### config.mk
export PLATFORM = sky130hd
export DESIGN_NAME = sync_word_length_deframer
export DESIGN_NICKNAME = d
export VERILOG_FILES = /design/src/design/swld_pkg.sv /design/src/design/swld_front.sv /design/src/design/swld_queue.sv /design/src/design/swld_back.sv /design/src/design/sync_word_length_deframer.sv
export SDC_FILE = /design/constraint.sdc
export NUM_CORES = 1
export LEC_CHECK = 0
export BUFFER_PORTS_ARGS = -buffer_cell sky130_fd_sc_hd__buf_2
export CAP_MARGIN = 15
export CORE_ASPECT_RATIO = 0.8
export CORE_UTILIZATION = 55
export DETAILED_ROUTE_END_ITERATION = 10
export HOLD_SLACK_MARGIN = 0.1
export PLACE_DENSITY = 0.86
export REMOVE_ABC_BUFFERS = 1
export SETUP_SLACK_MARGIN = 0.15
export SYNTH_ARGS = -nofsm -noshare
export SYNTH_HDL_FRONTEND = slang
export SYNTH_HIERARCHICAL = 1
export SYNTH_SLANG_ARGS = --single-unit
export TNS_END_PERCENT = 1
### constraint.sdc
create_clock -name clk -period 3.6 [get_ports clk]
set_input_delay 0.9 -clock clk [delete_from_list [all_inputs] [get_ports clk]]
set_output_delay 0.9 -clock clk [all_outputs]
set_load 0.05 [all_outputs]
### src/design/swld_pkg.sv
`timescale 1ns / 1ps
// ----------------------------------------------------------------------------
// swld_pkg
// Shared types and constants for the sync-word length-prefixed deframer.
// ----------------------------------------------------------------------------
package swld_pkg;

	localparam int unsigned HEADER_BYTES    = 8;
	localparam int unsigned HC_W            = $clog2(HEADER_BYTES);
	localparam logic [15:0] MAX_PAYLOAD_RST = 16'd512;

	// configuration register indexes
	localparam logic CFG_SYNC_WORD   = 1'b0;
	localparam logic CFG_MAX_PAYLOAD = 1'b1;

	typedef enum logic [1:0] {
		MODE_HEADER  = 2'd0,
		MODE_HUNT    = 2'd1,
		MODE_PAYLOAD = 2'd2,
		MODE_CLOSED  = 2'd3
	} mode_t;

	typedef enum logic [2:0] {
		EV_HEADER   = 3'd0,
		EV_PAYLOAD  = 3'd1,
		EV_LAST     = 3'd2,
		EV_EMPTY    = 3'd3,
		EV_OVERSIZE = 3'd4,
		EV_DROPPED  = 3'd5
	} event_t;

	typedef struct packed {
		event_t      event_kind;
		logic [7:0]  payload_byte;
		logic [15:0] packet_length;
	} result_t;

endpackage

### src/design/swld_front.sv
`timescale 1ns / 1ps
// ----------------------------------------------------------------------------
// swld_front
// Header parser: takes one byte per beat, updates the framing state and
// classifies the byte into a result pushed to the queue.
// ----------------------------------------------------------------------------
module swld_front (
	input  logic              clk,
	input  logic              arst_n,
	input  logic              cfg_we,
	input  logic              cfg_index,
	input  logic [31:0]       cfg_data,
	input  logic              in_valid,
	output logic              in_ready,
	input  logic [7:0]        data_byte,
	input  logic              chunk_last,
	input  logic              q_full,
	output logic              push,
	output swld_pkg::result_t push_data
);
	import swld_pkg::*;

	mode_t            mode_q, mode_n;
	logic [31:0]      win_q, win_n;
	logic [HC_W-1:0]  hc_q, hc_n;
	logic [15:0]      len_q, len_n;
	logic [15:0]      left_q, left_n;
	logic [31:0]      sync_word_q;
	logic [15:0]      max_payload_q;
	logic [31:0]      shifted;
	logic [15:0]      left_dec;
	event_t           kind;
	logic [7:0]       pb;

	assign in_ready = !q_full;
	assign push     = in_valid && in_ready;
	assign shifted  = {data_byte, win_q[31:8]};
	assign left_dec = (left_q != 16'd0) ? left_q - 16'd1 : left_q;

	always_comb begin
		mode_n = mode_q;
		win_n  = win_q;
		hc_n   = hc_q;
		len_n  = len_q;
		left_n = left_q;
		kind   = EV_HEADER;
		pb     = 8'd0;
		case (mode_q)
			MODE_CLOSED: begin
				kind = EV_DROPPED;
			end
			MODE_PAYLOAD: begin
				pb     = data_byte;
				left_n = left_dec;
				if (left_dec == 16'd0) begin
					kind   = EV_LAST;
					mode_n = MODE_HEADER;
					hc_n   = '0;
					win_n  = '0;
				end else begin
					kind = EV_PAYLOAD;
				end
			end
			MODE_HUNT: begin
				win_n = shifted;
				if (shifted == sync_word_q) begin
					mode_n = MODE_HEADER;
					hc_n   = HC_W'(4);
				end else if (chunk_last) begin
					mode_n = MODE_HEADER;
					hc_n   = '0;
					win_n  = '0;
					kind   = EV_DROPPED;
				end
			end
			default: begin
				if (hc_q == '0)
					len_n = 16'd0;
				if (hc_q < HC_W'(4)) begin
					win_n = shifted;
					if (hc_q == HC_W'(3)) begin
						if (shifted == sync_word_q) begin
							hc_n = HC_W'(4);
						end else if (chunk_last) begin
							hc_n  = '0;
							win_n = '0;
							kind  = EV_DROPPED;
						end else begin
							mode_n = MODE_HUNT;
						end
					end else begin
						hc_n = hc_q + HC_W'(1);
					end
				end else if (hc_q < HC_W'(HEADER_BYTES - 1)) begin
					if (hc_q == HC_W'(4))
						len_n[7:0] = data_byte;
					else if (hc_q == HC_W'(5))
						len_n[15:8] = data_byte;
					hc_n = hc_q + HC_W'(1);
				end else begin
					if (len_q > max_payload_q) begin
						kind   = EV_OVERSIZE;
						mode_n = MODE_CLOSED;
						hc_n   = '0;
					end else if (len_q == 16'd0) begin
						kind  = EV_EMPTY;
						hc_n  = '0;
						win_n = '0;
					end else begin
						mode_n = MODE_PAYLOAD;
						left_n = len_q;
						hc_n   = '0;
						win_n  = '0;
					end
				end
			end
		endcase
	end

	assign push_data.event_kind    = kind;
	assign push_data.payload_byte  = pb;
	assign push_data.packet_length = len_n;

	always_ff @(posedge clk or negedge arst_n) begin
		if (!arst_n) begin
			mode_q <= MODE_HEADER;
			win_q  <= '0;
			hc_q   <= '0;
			len_q  <= '0;
			left_q <= '0;
		end else if (push) begin
			mode_q <= mode_n;
			win_q  <= win_n;
			hc_q   <= hc_n;
			len_q  <= len_n;
			left_q <= left_n;
		end
	end

	always_ff @(posedge clk or negedge arst_n) begin
		if (!arst_n) begin
			sync_word_q   <= '0;
			max_payload_q <= MAX_PAYLOAD_RST;
		end else if (cfg_we) begin
			if (cfg_index == CFG_SYNC_WORD)
				sync_word_q <= cfg_data;
			else if (cfg_index == CFG_MAX_PAYLOAD)
				max_payload_q <= cfg_data[15:0];
		end
	end

	// a closed session only reopens through reset
	a_closed_sticky: assert property (@(posedge clk) disable iff (!arst_n)
		mode_q == MODE_CLOSED |=> mode_q == MODE_CLOSED)
		else $error("closed session reopened");

	// hunt is entered from the fourth header byte and keeps that count
	a_hunt_count: assert property (@(posedge clk) disable iff (!arst_n)
		mode_q == MODE_HUNT |-> hc_q == HC_W'(3))
		else $error("header count off during hunt");

	// payload mode starts with a cleared header count and window
	a_payload_clean: assert property (@(posedge clk) disable iff (!arst_n)
		mode_q == MODE_PAYLOAD |-> (hc_q == '0 && win_q == '0))
		else $error("stale header state in payload mode");

endmodule

### src/design/swld_queue.sv
`timescale 1ns / 1ps
// ----------------------------------------------------------------------------
// swld_queue
// Two-entry result queue between parser and output stage.
// ----------------------------------------------------------------------------
module swld_queue (
	input  logic              clk,
	input  logic              arst_n,
	input  logic              push,
	input  swld_pkg::result_t push_data,
	output logic              full,
	output logic              not_empty,
	input  logic              pop,
	output swld_pkg::result_t pop_data
);
	import swld_pkg::*;

	result_t    mem_q [2];
	logic       wr_ptr_q;
	logic       rd_ptr_q;
	logic [1:0] count_q;

	assign full      = (count_q == 2'd2);
	assign not_empty = (count_q != 2'd0);
	assign pop_data  = mem_q[rd_ptr_q];

	always_ff @(posedge clk) begin
		if (push)
			mem_q[wr_ptr_q] <= push_data;
	end

	always_ff @(posedge clk or negedge arst_n) begin
		if (!arst_n) begin
			wr_ptr_q <= 1'b0;
			rd_ptr_q <= 1'b0;
			count_q  <= 2'd0;
		end else begin
			if (push)
				wr_ptr_q <= !wr_ptr_q;
			if (pop)
				rd_ptr_q <= !rd_ptr_q;
			case ({push, pop})
				2'b10:   count_q <= count_q + 2'd1;
				2'b01:   count_q <= count_q - 2'd1;
				default: count_q <= count_q;
			endcase
		end
	end

	a_no_overflow: assert property (@(posedge clk) disable iff (!arst_n)
		full |-> !push)
		else $error("push into full queue");

	a_no_underflow: assert property (@(posedge clk) disable iff (!arst_n)
		!not_empty |-> !pop)
		else $error("pop from empty queue");

	a_ptr_count: assert property (@(posedge clk) disable iff (!arst_n)
		(count_q == 2'd0 || count_q == 2'd2) |-> wr_ptr_q == rd_ptr_q)
		else $error("queue pointers disagree with count");

endmodule

### src/design/swld_back.sv
`timescale 1ns / 1ps
// ----------------------------------------------------------------------------
// swld_back
// Output register: pulls results from the queue and holds each beat on the
// master side until it is taken.
// ----------------------------------------------------------------------------
module swld_back (
	input  logic              clk,
	input  logic              arst_n,
	input  logic              q_not_empty,
	input  swld_pkg::result_t q_data,
	output logic              pop,
	output logic              m_axis_tvalid,
	input  logic              m_axis_tready,
	output logic [23:0]       m_axis_tdata,
	output logic [2:0]        m_axis_tuser
);
	import swld_pkg::*;

	result_t out_q;
	logic    valid_q;

	assign pop = q_not_empty && (!valid_q || m_axis_tready);

	always_ff @(posedge clk or negedge arst_n) begin
		if (!arst_n)
			valid_q <= 1'b0;
		else if (!valid_q || m_axis_tready)
			valid_q <= q_not_empty;
	end

	always_ff @(posedge clk) begin
		if (pop)
			out_q <= q_data;
	end

	assign m_axis_tvalid = valid_q;
	assign m_axis_tdata  = {out_q.packet_length, out_q.payload_byte};
	assign m_axis_tuser  = out_q.event_kind;

endmodule

### src/design/sync_word_length_deframer.sv
`timescale 1ns / 1ps
// ----------------------------------------------------------------------------
// sync_word_length_deframer
// Byte-serial deframer for a sync-word, length-prefixed stream.
// ----------------------------------------------------------------------------
// Takes one byte per beat (tlast marks the end of a network chunk) and gives
// exactly one result beat per byte: the byte's class, the payload byte and
// the current length field. A packet is an 8-byte little-endian header (sync
// word, 16-bit length, ignored check word) and then its payload. A sync
// mismatch starts a byte-by-byte hunt that gives up at a chunk end; a length
// above max_payload closes the session until reset. Throughput is one byte
// per clock while the queue is not full. A result is registered in the queue
// and then in the output register before it is valid on the master side; the
// two-entry queue and the output register buffer results while output stalls.
// ----------------------------------------------------------------------------
module sync_word_length_deframer (
	input  logic        clk,
	input  logic        arst_n,
	input  logic        cfg_we,
	input  logic        cfg_index,
	input  logic [31:0] cfg_data,
	input  logic        s_axis_tvalid,
	output logic        s_axis_tready,
	input  logic [7:0]  s_axis_tdata,   // [7:0] data_byte
	input  logic        s_axis_tlast,   // chunk_last
	output logic        m_axis_tvalid,
	input  logic        m_axis_tready,
	output logic [23:0] m_axis_tdata,   // [7:0] payload_byte, [23:8] packet_length
	output logic [2:0]  m_axis_tuser    // [2:0] event_kind
);
	import swld_pkg::*;

	logic    push;
	logic    q_full;
	logic    q_not_empty;
	logic    pop;
	result_t push_data;
	result_t q_data;

	swld_front u_front (
		.clk        (clk),
		.arst_n     (arst_n),
		.cfg_we     (cfg_we),
		.cfg_index  (cfg_index),
		.cfg_data   (cfg_data),
		.in_valid   (s_axis_tvalid),
		.in_ready   (s_axis_tready),
		.data_byte  (s_axis_tdata),
		.chunk_last (s_axis_tlast),
		.q_full     (q_full),
		.push       (push),
		.push_data  (push_data)
	);

	swld_queue u_queue (
		.clk       (clk),
		.arst_n    (arst_n),
		.push      (push),
		.push_data (push_data),
		.full      (q_full),
		.not_empty (q_not_empty),
		.pop       (pop),
		.pop_data  (q_data)
	);

	swld_back u_back (
		.clk           (clk),
		.arst_n        (arst_n),
		.q_not_empty   (q_not_empty),
		.q_data        (q_data),
		.pop           (pop),
		.m_axis_tvalid (m_axis_tvalid),
		.m_axis_tready (m_axis_tready),
		.m_axis_tdata  (m_axis_tdata),
		.m_axis_tuser  (m_axis_tuser)
	);

endmodule

Word level (Yosys, flattened, before mapping)
Memory sizes are Yosys's and may differ from the RTL's. A register that Yosys moved wholly into a read port is not among the register bits.
Cells that the tools add are included.
{"block": "word_totals", "ff_bits": 122, "memories": 1, "inputBits": 47, "output_inout_bits": 29, "elab_cells": 117, "ramBits": 54}
{"block": "classes", "n_bitwise": 3, "n_reduce_logical": 21, "n_addsub": 4, "mux": 52, "n_eq_ne": 22, "order_cmp": 3}
{"name": "u_queue.mem_q", "depth": 2, "word_bits": 27, "rd": 1, "rd_ports_with_merged_regs": 1, "write_ports": 1, "line": "swld_queue.sv:18", "source": "result_t mem_q [2];"}
{"cell": "two-way mux 32 bit", "n": 7}
{"cell": "two-way mux 16 bit", "n": 9}
{"cell": "one-hot mux 32 bit (3 select lines)", "n": 1}
{"cell": "two-way mux 3 bit", "n": 12}
{"cell": "== test 32 bit", "n": 1}
{"cell": "logical NOT 16 bit", "n": 2}
{"cell": "two-way mux 8 bit", "n": 4}
{"cell": "one-hot mux 16 bit (2 select lines)", "n": 1}
{"cell": "two-way mux 2 bit", "n": 12}
{"cell": "one-hot mux 3 bit (3 select lines)", "n": 2}
{"cell": "greater-than comparator 16 bit", "n": 1}
{"cell": "nonzero test 16 bit", "n": 1}
{"cell": "subtractor 16 x 1 -> 16 bit (second input constant)", "n": 1}
{"cell": "!= test 4 bit (second input constant)", "n": 3}
{"cell": "AND reduction 9 bit", "n": 1}
{"cell": "== test 2 bit (second input constant)", "n": 4}
{"cell": "!= test 2 bit (second input constant)", "n": 4}
{"cell": "!= test 4 x 3 -> 1 bit (second input constant)", "n": 2}
{"cell": "== test 3 bit (second input constant)", "n": 2}
{"cell": "less-than comparator 3 bit (second input constant)", "n": 2}
{"cell": "one-hot mux 2 bit (3 select lines)", "n": 1}
{"cell": "AND reduction 6 bit", "n": 1}
{"cell": "!= test 5 x 3 -> 1 bit (second input constant)", "n": 1}
{"cell": "AND reduction 5 bit", "n": 1}
{"cell": "19 further kinds", "n": 29}

Depth between registers and ports, before layout
{"block": "logic_depth", "ltp_word": 7, "ltp_mapped": 11, "ltp_nobuf": 9}

Modules after synthesis
The synthesis kept the hierarchy.
{"module": "swld_front", "n_inst": 1, "area_each_um2": 6226.0, "seq_area_each_um2": 2728.9, "cells_per_inst": 604}
{"module": "swld_queue", "n_inst": 1, "area_each_um2": 2234.6, "seq_area_each_um2": 1721.7, "cells_per_inst": 100}
{"module": "swld_back", "n_inst": 1, "area_each_um2": 854.6, "seq_area_each_um2": 835.8, "cells_per_inst": 31}

Least setup slack after synthesis
Ideal clock, no wire load.
{"block": "synth_path", "path_kind": "register -> register", "startpoint": "register u_queue.count_q[1]", "endpoint": "memory u_queue/mem_q[0][0] in the netlist's numbering (enable)", "setup_ps": 411, "period_less_slack_ps": 3349, "slack_ps": 251, "required_ps": 3189, "path_stages_with_launch": 9, "arrival_time_ps": 2938, "path_buffers": 2, "path_cell_list": "dfrtp_1 nor2b_1 inv_1 nand2_1 clkbuf_1 inv_2 buf_1 inv_1 nor2_1"}
{"block": "synth_between", "elab_chain_cells": 5}
{"item": "start: declaration", "line": "swld_queue.sv:21", "source": "logic [1:0] count_q;"}
{"item": "start signal: assignment", "line": "swld_queue.sv:43", "source": "2'b10: count_q <= count_q + 2'd1;"}
{"item": "start signal: assignment", "line": "swld_queue.sv:44", "source": "2'b01: count_q <= count_q - 2'd1;"}
{"item": "start signal: assignment", "line": "swld_queue.sv:45", "source": "default: count_q <= count_q;"}
{"item": "== test 2 bit", "line": "swld_queue.sv:23", "source": "assign full = (count_q == 2'd2);"}
{"item": "via q_full", "line": "sync_word_length_deframer.sv:34", "source": "logic q_full;"}
{"item": "logical NOT 1 bit", "line": "swld_front.sv:35", "source": "assign in_ready = !q_full;"}
{"item": "via s_axis_tready", "line": "sync_word_length_deframer.sv:23", "source": "output logic s_axis_tready,"}
{"item": "logical AND 1 bit", "line": "swld_front.sv:36", "source": "assign push = in_valid && in_ready;"}
{"item": "via push", "line": "sync_word_length_deframer.sv:33", "source": "logic push;"}
{"item": "two-way mux 1 bit", "line": "swld_queue.sv:28", "source": "if (push)"}
{"item": "two-way mux 1 bit (implied by the code)", "line": "swld_queue.sv:29", "source": "mem_q[wr_ptr_q] <= push_data;"}
{"item": "end: declaration", "line": "swld_queue.sv:18"}
The timed path passes the listed nets, and every way through them passes these cells.

Worst setup path after layout
{"block": "layout_path", "startpoint": "register u_front.win_q[27]", "endpoint": "register u_front.win_q[20]"}
{"block": "layout_between", "elab_chain_cells": 5}
{"item": "start: declaration", "line": "swld_front.sv:24", "source": "logic [31:0] win_q, win_n;"}
{"item": "start signal: assignment", "line": "swld_front.sv:133", "source": "win_q <= win_n;"}
{"item": "== test 32 bit *", "line": "swld_front.sv:66, swld_front.sv:82"}
{"item": "two-way mux 32 bit *", "line": "swld_front.sv:82", "source": "if (shifted == sync_word_q) begin"}
{"item": "two-way mux 32 bit", "line": "swld_front.sv:81", "source": "if (hc_q == HC_W'(3)) begin"}
{"item": "two-way mux 32 bit", "line": "swld_front.sv:79", "source": "if (hc_q < HC_W'(4)) begin"}
{"item": "one-hot mux 32 bit (3 select lines) *", "line": "swld_front.sv:48", "source": "case (mode_q)"}
Mark *: on every way between the ends. The rest lies on a longest branch, timed or not.
A chain may end at the register's enable or synchronous reset.

==> qor.yml <==
setup_path:
  reg2reg_slack_ns: 0.81
  cp_cell_sequence: "xor2_1, nor4_1, nand4_1, or2_2, a311oi_1, o21a_4, a22o_1"
  crit_family: "simple AND/OR/NAND/NOR gates"
  crit_path_end_kind: "register"
  crit_cells: 7
  setup.worst_path.start: "u_front/win_q[27]"
  crit_path_end: "u_front/win_q[20]"
  crit_type: "reg2reg"
  max_stage_delay_ns: 0.53
  arrival_ns: 3.17
  slowest_stage: "nor4_1"
  worst-path-max-fanout: 24
  cp.buffers_inverters: 0
  reg2reg_depth: 7
  cp.required_ns: 3.97
  worstReg2RegEnd: "u_front/win_q[20]"
  r2r_start: "u_front/win_q[27]"
  start_kind: "register"
clock_tree:
  cts_buffers: 17
  clock_sinks: 195
  post_cts_buffers: 0
  cts_tree: "done"
  clk_latency_ns: 0.45
  ctsHtreeMaxLevel: 4
  cts_hold_buf: 0
  root_buffer: "clkbuf_16"
  cts-resized-gates: 0
  max-clock-path-buffers: 2
  cts.reportedPaths.clkPinSlew_ns: 0.08
synth:
  ys.warnings.count: 6
  synth.avg_cell_area_um2: 12.7
  ys_async_sr_fraction_pct: 58.5
  ys_seq_elements: 195
  synth_edf_count: 81
  synthFlopType: "dfrtp_1"
  yosysSeqAreaShare_pct: 56.7
  synthCells: 735
  synth.largest_area_cell: "dfrtp_1"
  synth.area.top_cells: "dfrtp_1 (30%), edfxtp_1 (26%), mux2_2 (7.7%)"
  synthesis.area_um2: 9320
  synth_top_area_share_pct: 30.4
  yosysUniqueCellTypes: 65
global_routing:
  grt_max_degree: 65
  first_global_vias: 6120
  grt_pass1_wl_um: 33800
  grt_util_all_layers_pct: 25.7
  antenna_found_initial: 1
  grt_overflow: 0
timing:
  tns_ns: 0
  holdWs_ns: 0.498
  finClkSkew_ns: 0.0139
  maxSlewHeadroom_pct: 45.0
  worst_slack_ns: 0.807
  period_share_pct: 77.6
  maxSlewViolCount: 0
  fin_crit_ns: 2.79
  rsz0062_at_grt: "no"
  setup_violations: 0
  final_hold_viol_count: 0
  worst_pin_slew_ns: 0.826
  fmax_mhz: 358
place:
  dp.final_hpwl_um: 14900
  post-place-ws_ns: 0.574
  gp_congestion: 1.01
  dpl.cell_count: 1013
  io_buffers: 75
detailed_routing:
  vias: 6341
  ant_nets: 0
  dr.max_layer_used: "met5"
  drt_iter0_drc: 661
  wl_per_cell_um: 20.0
  wl_um: 20900
  wl_met2_um: 9050
  wl_met3_um: 2070
  viasPerCell: 6.07
  remaining_drc_errors: 0
  firstDrtPassIters: 5
  wl_met1_um: 9160
floorplan:
  die_x_um: 148
  std_cell_rows: 42
  start_util_pct: 56.3
  dieArea_um2: 17500
  core_region_area_um2: 16600
  die_y_um: 118
  num_io_pins: 76
cells_and_area:
  antenna_cells: 0
  drive_gt1_share_pct: 27.2
  layout.cells.non_filler: 1045
  syn_to_final_growth_pct: 12.6
  nets: 886
worst_hold_path:
  hp-start: "u_queue/count_q[1]"
  hold_path_class: "reg2reg"
power:
  vdd_drop_max_mv: 0.466
  p_leak_nw: 4.48
  p_per_area_nw_per_um2: 641
status:
  status: "completed"
job:
  maxCapViolCount: 0
power by group:
| group | internal, mW | switching [mW] |
|---|---|---|
| clock network | 0.992 | 0.906 |
| registers | 2.84 | 0.212 |
| logic | 0.611 | 1.17 |
metal layers:
layer / up-vias / track usage [%]
li1: 2880 / -
met1: 3083 / 36.2
met2: 315 / 36.3
met3: 61 / 9.11
met4: 2 / 10.3
met5: - / 0
cells in the mapped netlist (4+ instances only):
master       n
a21oi_1     18
a22o_1      36
a22oi_1      6
a2bb2oi_1    4
a31oi_1      7
and2_1      12
buf_1        4
buf_6        6
clkbuf_1    19
dfrtp_1    113
edfxtp_1    81
ha_1        27
inv_1       41
mux2_2      64
mux2_4      19
nand2_1     56
nand3_1      9
nand4_1     11
nor2_1      22
nor2b_1      5
nor3_1      14
nor4_1      16
o21ai_0     27
o22ai_1     13
o2bb2ai_1    7
o31ai_1      4
or2_2        4
xor2_1      36
area by class of cell:
type,instances,area (µm²)
clock buffer,18,429
clock inverter,14,164
fill,1221,6060
inverter,42,158
multi-input combinational,466,3680
sequential,195,5290
tap,220,275
timing repair buffer,90,503
worst min path at each step:
| stage | end | slack [ns] | cells after the start |
|---|---|---|---|
| 4_1_cts | u_queue/count_q[1] | 0.50 | 1 |
| 3_3_place_gp | u_queue/count_q[1] | 0.47 | 1 |
| 5_1_grt | u_queue/count_q[1] | 0.50 | 1 |
| 6_report | u_queue/count_q[1] | 0.50 | 1 |
| 2_1_floorplan | u_queue/count_q[1] | 0.45 | 1 |
| 3_5_place_dp | u_queue/count_q[1] | 0.48 | 1 |
cell usage in the layout, fill, tap and decap left out, types with 4 or more instances in the layout:
cell type,n
nor2_1,21
a22oi_1,6
or2_2,4
clkbuf_16,17
xor2_1,36
ha_1,27
buf_2,74
and2_1,12
a31oi_1,7
nor4_1,16
buf_4,15
mux2_4,19
a21oi_1,18
mux2_2,64
dfrtp_1,113
o22ai_1,13
o31ai_1,4
nor3_1,14
inv_8,6
edfxtp_1,81
nand4_1,11
inv_1,41
nand2_1,56
o21ai_0,27
a22o_1,36
o2bb2ai_1,7
a2bb2oi_1,4
nor2b_1,4
nand3_1,9
metrics by stage:
step / instance area, µm² / utilization [%] / power, mW
after global placement: 9900 / 59.8 / 4.79
after floorplan: 9120 / - / 4.39
after CTS: 10500 / 63.4 / 6.76
after global routing: 10500 / 63.4 / 7.00
final: 10500 / 63.4 / 6.73
after detailed placement: 9900 / 59.8 / 4.88
registers in the layout (all words and copies together) (netlist names), 3 cells and up:
register / flops
u_front/win_q: 24
u_front/hc_q: 3
u_queue/mem_q: 54
u_front/left_q: 16
u_front/sync_word_q: 32
u_back/m_axis_tdata: 24
u_front/max_payload_q: 16
u_back/m_axis_tuser: 3
u_front/len_q: 16
logic make-up (layout without fill, tap and decap cells):
logic type	after synthesis	in the layout	synth area share, %
buffers and inverters	74	164	3.83
AO/OA/AOI/OAI	141	141	10.9
XOR/XNOR	38	38	3.57
adder cells (fa/ha/maj)	27	27	3.63
flip-flops	195	195	56.7
AND/OR/NAND/NOR	174	174	10.1
multiplexers	86	86	11.1
worst register-to-register path: stages, from the launching register on:
cell and delay [ns]:
dfrtp_1 0.46, xor2_1 0.18, nor4_1 0.53, nand4_1 0.22
or2_2 0.42, a311oi_1 0.35, o21a_4 0.37, a22o_1 0.20
Note: power is estimated with default switching activity, not from simulation.
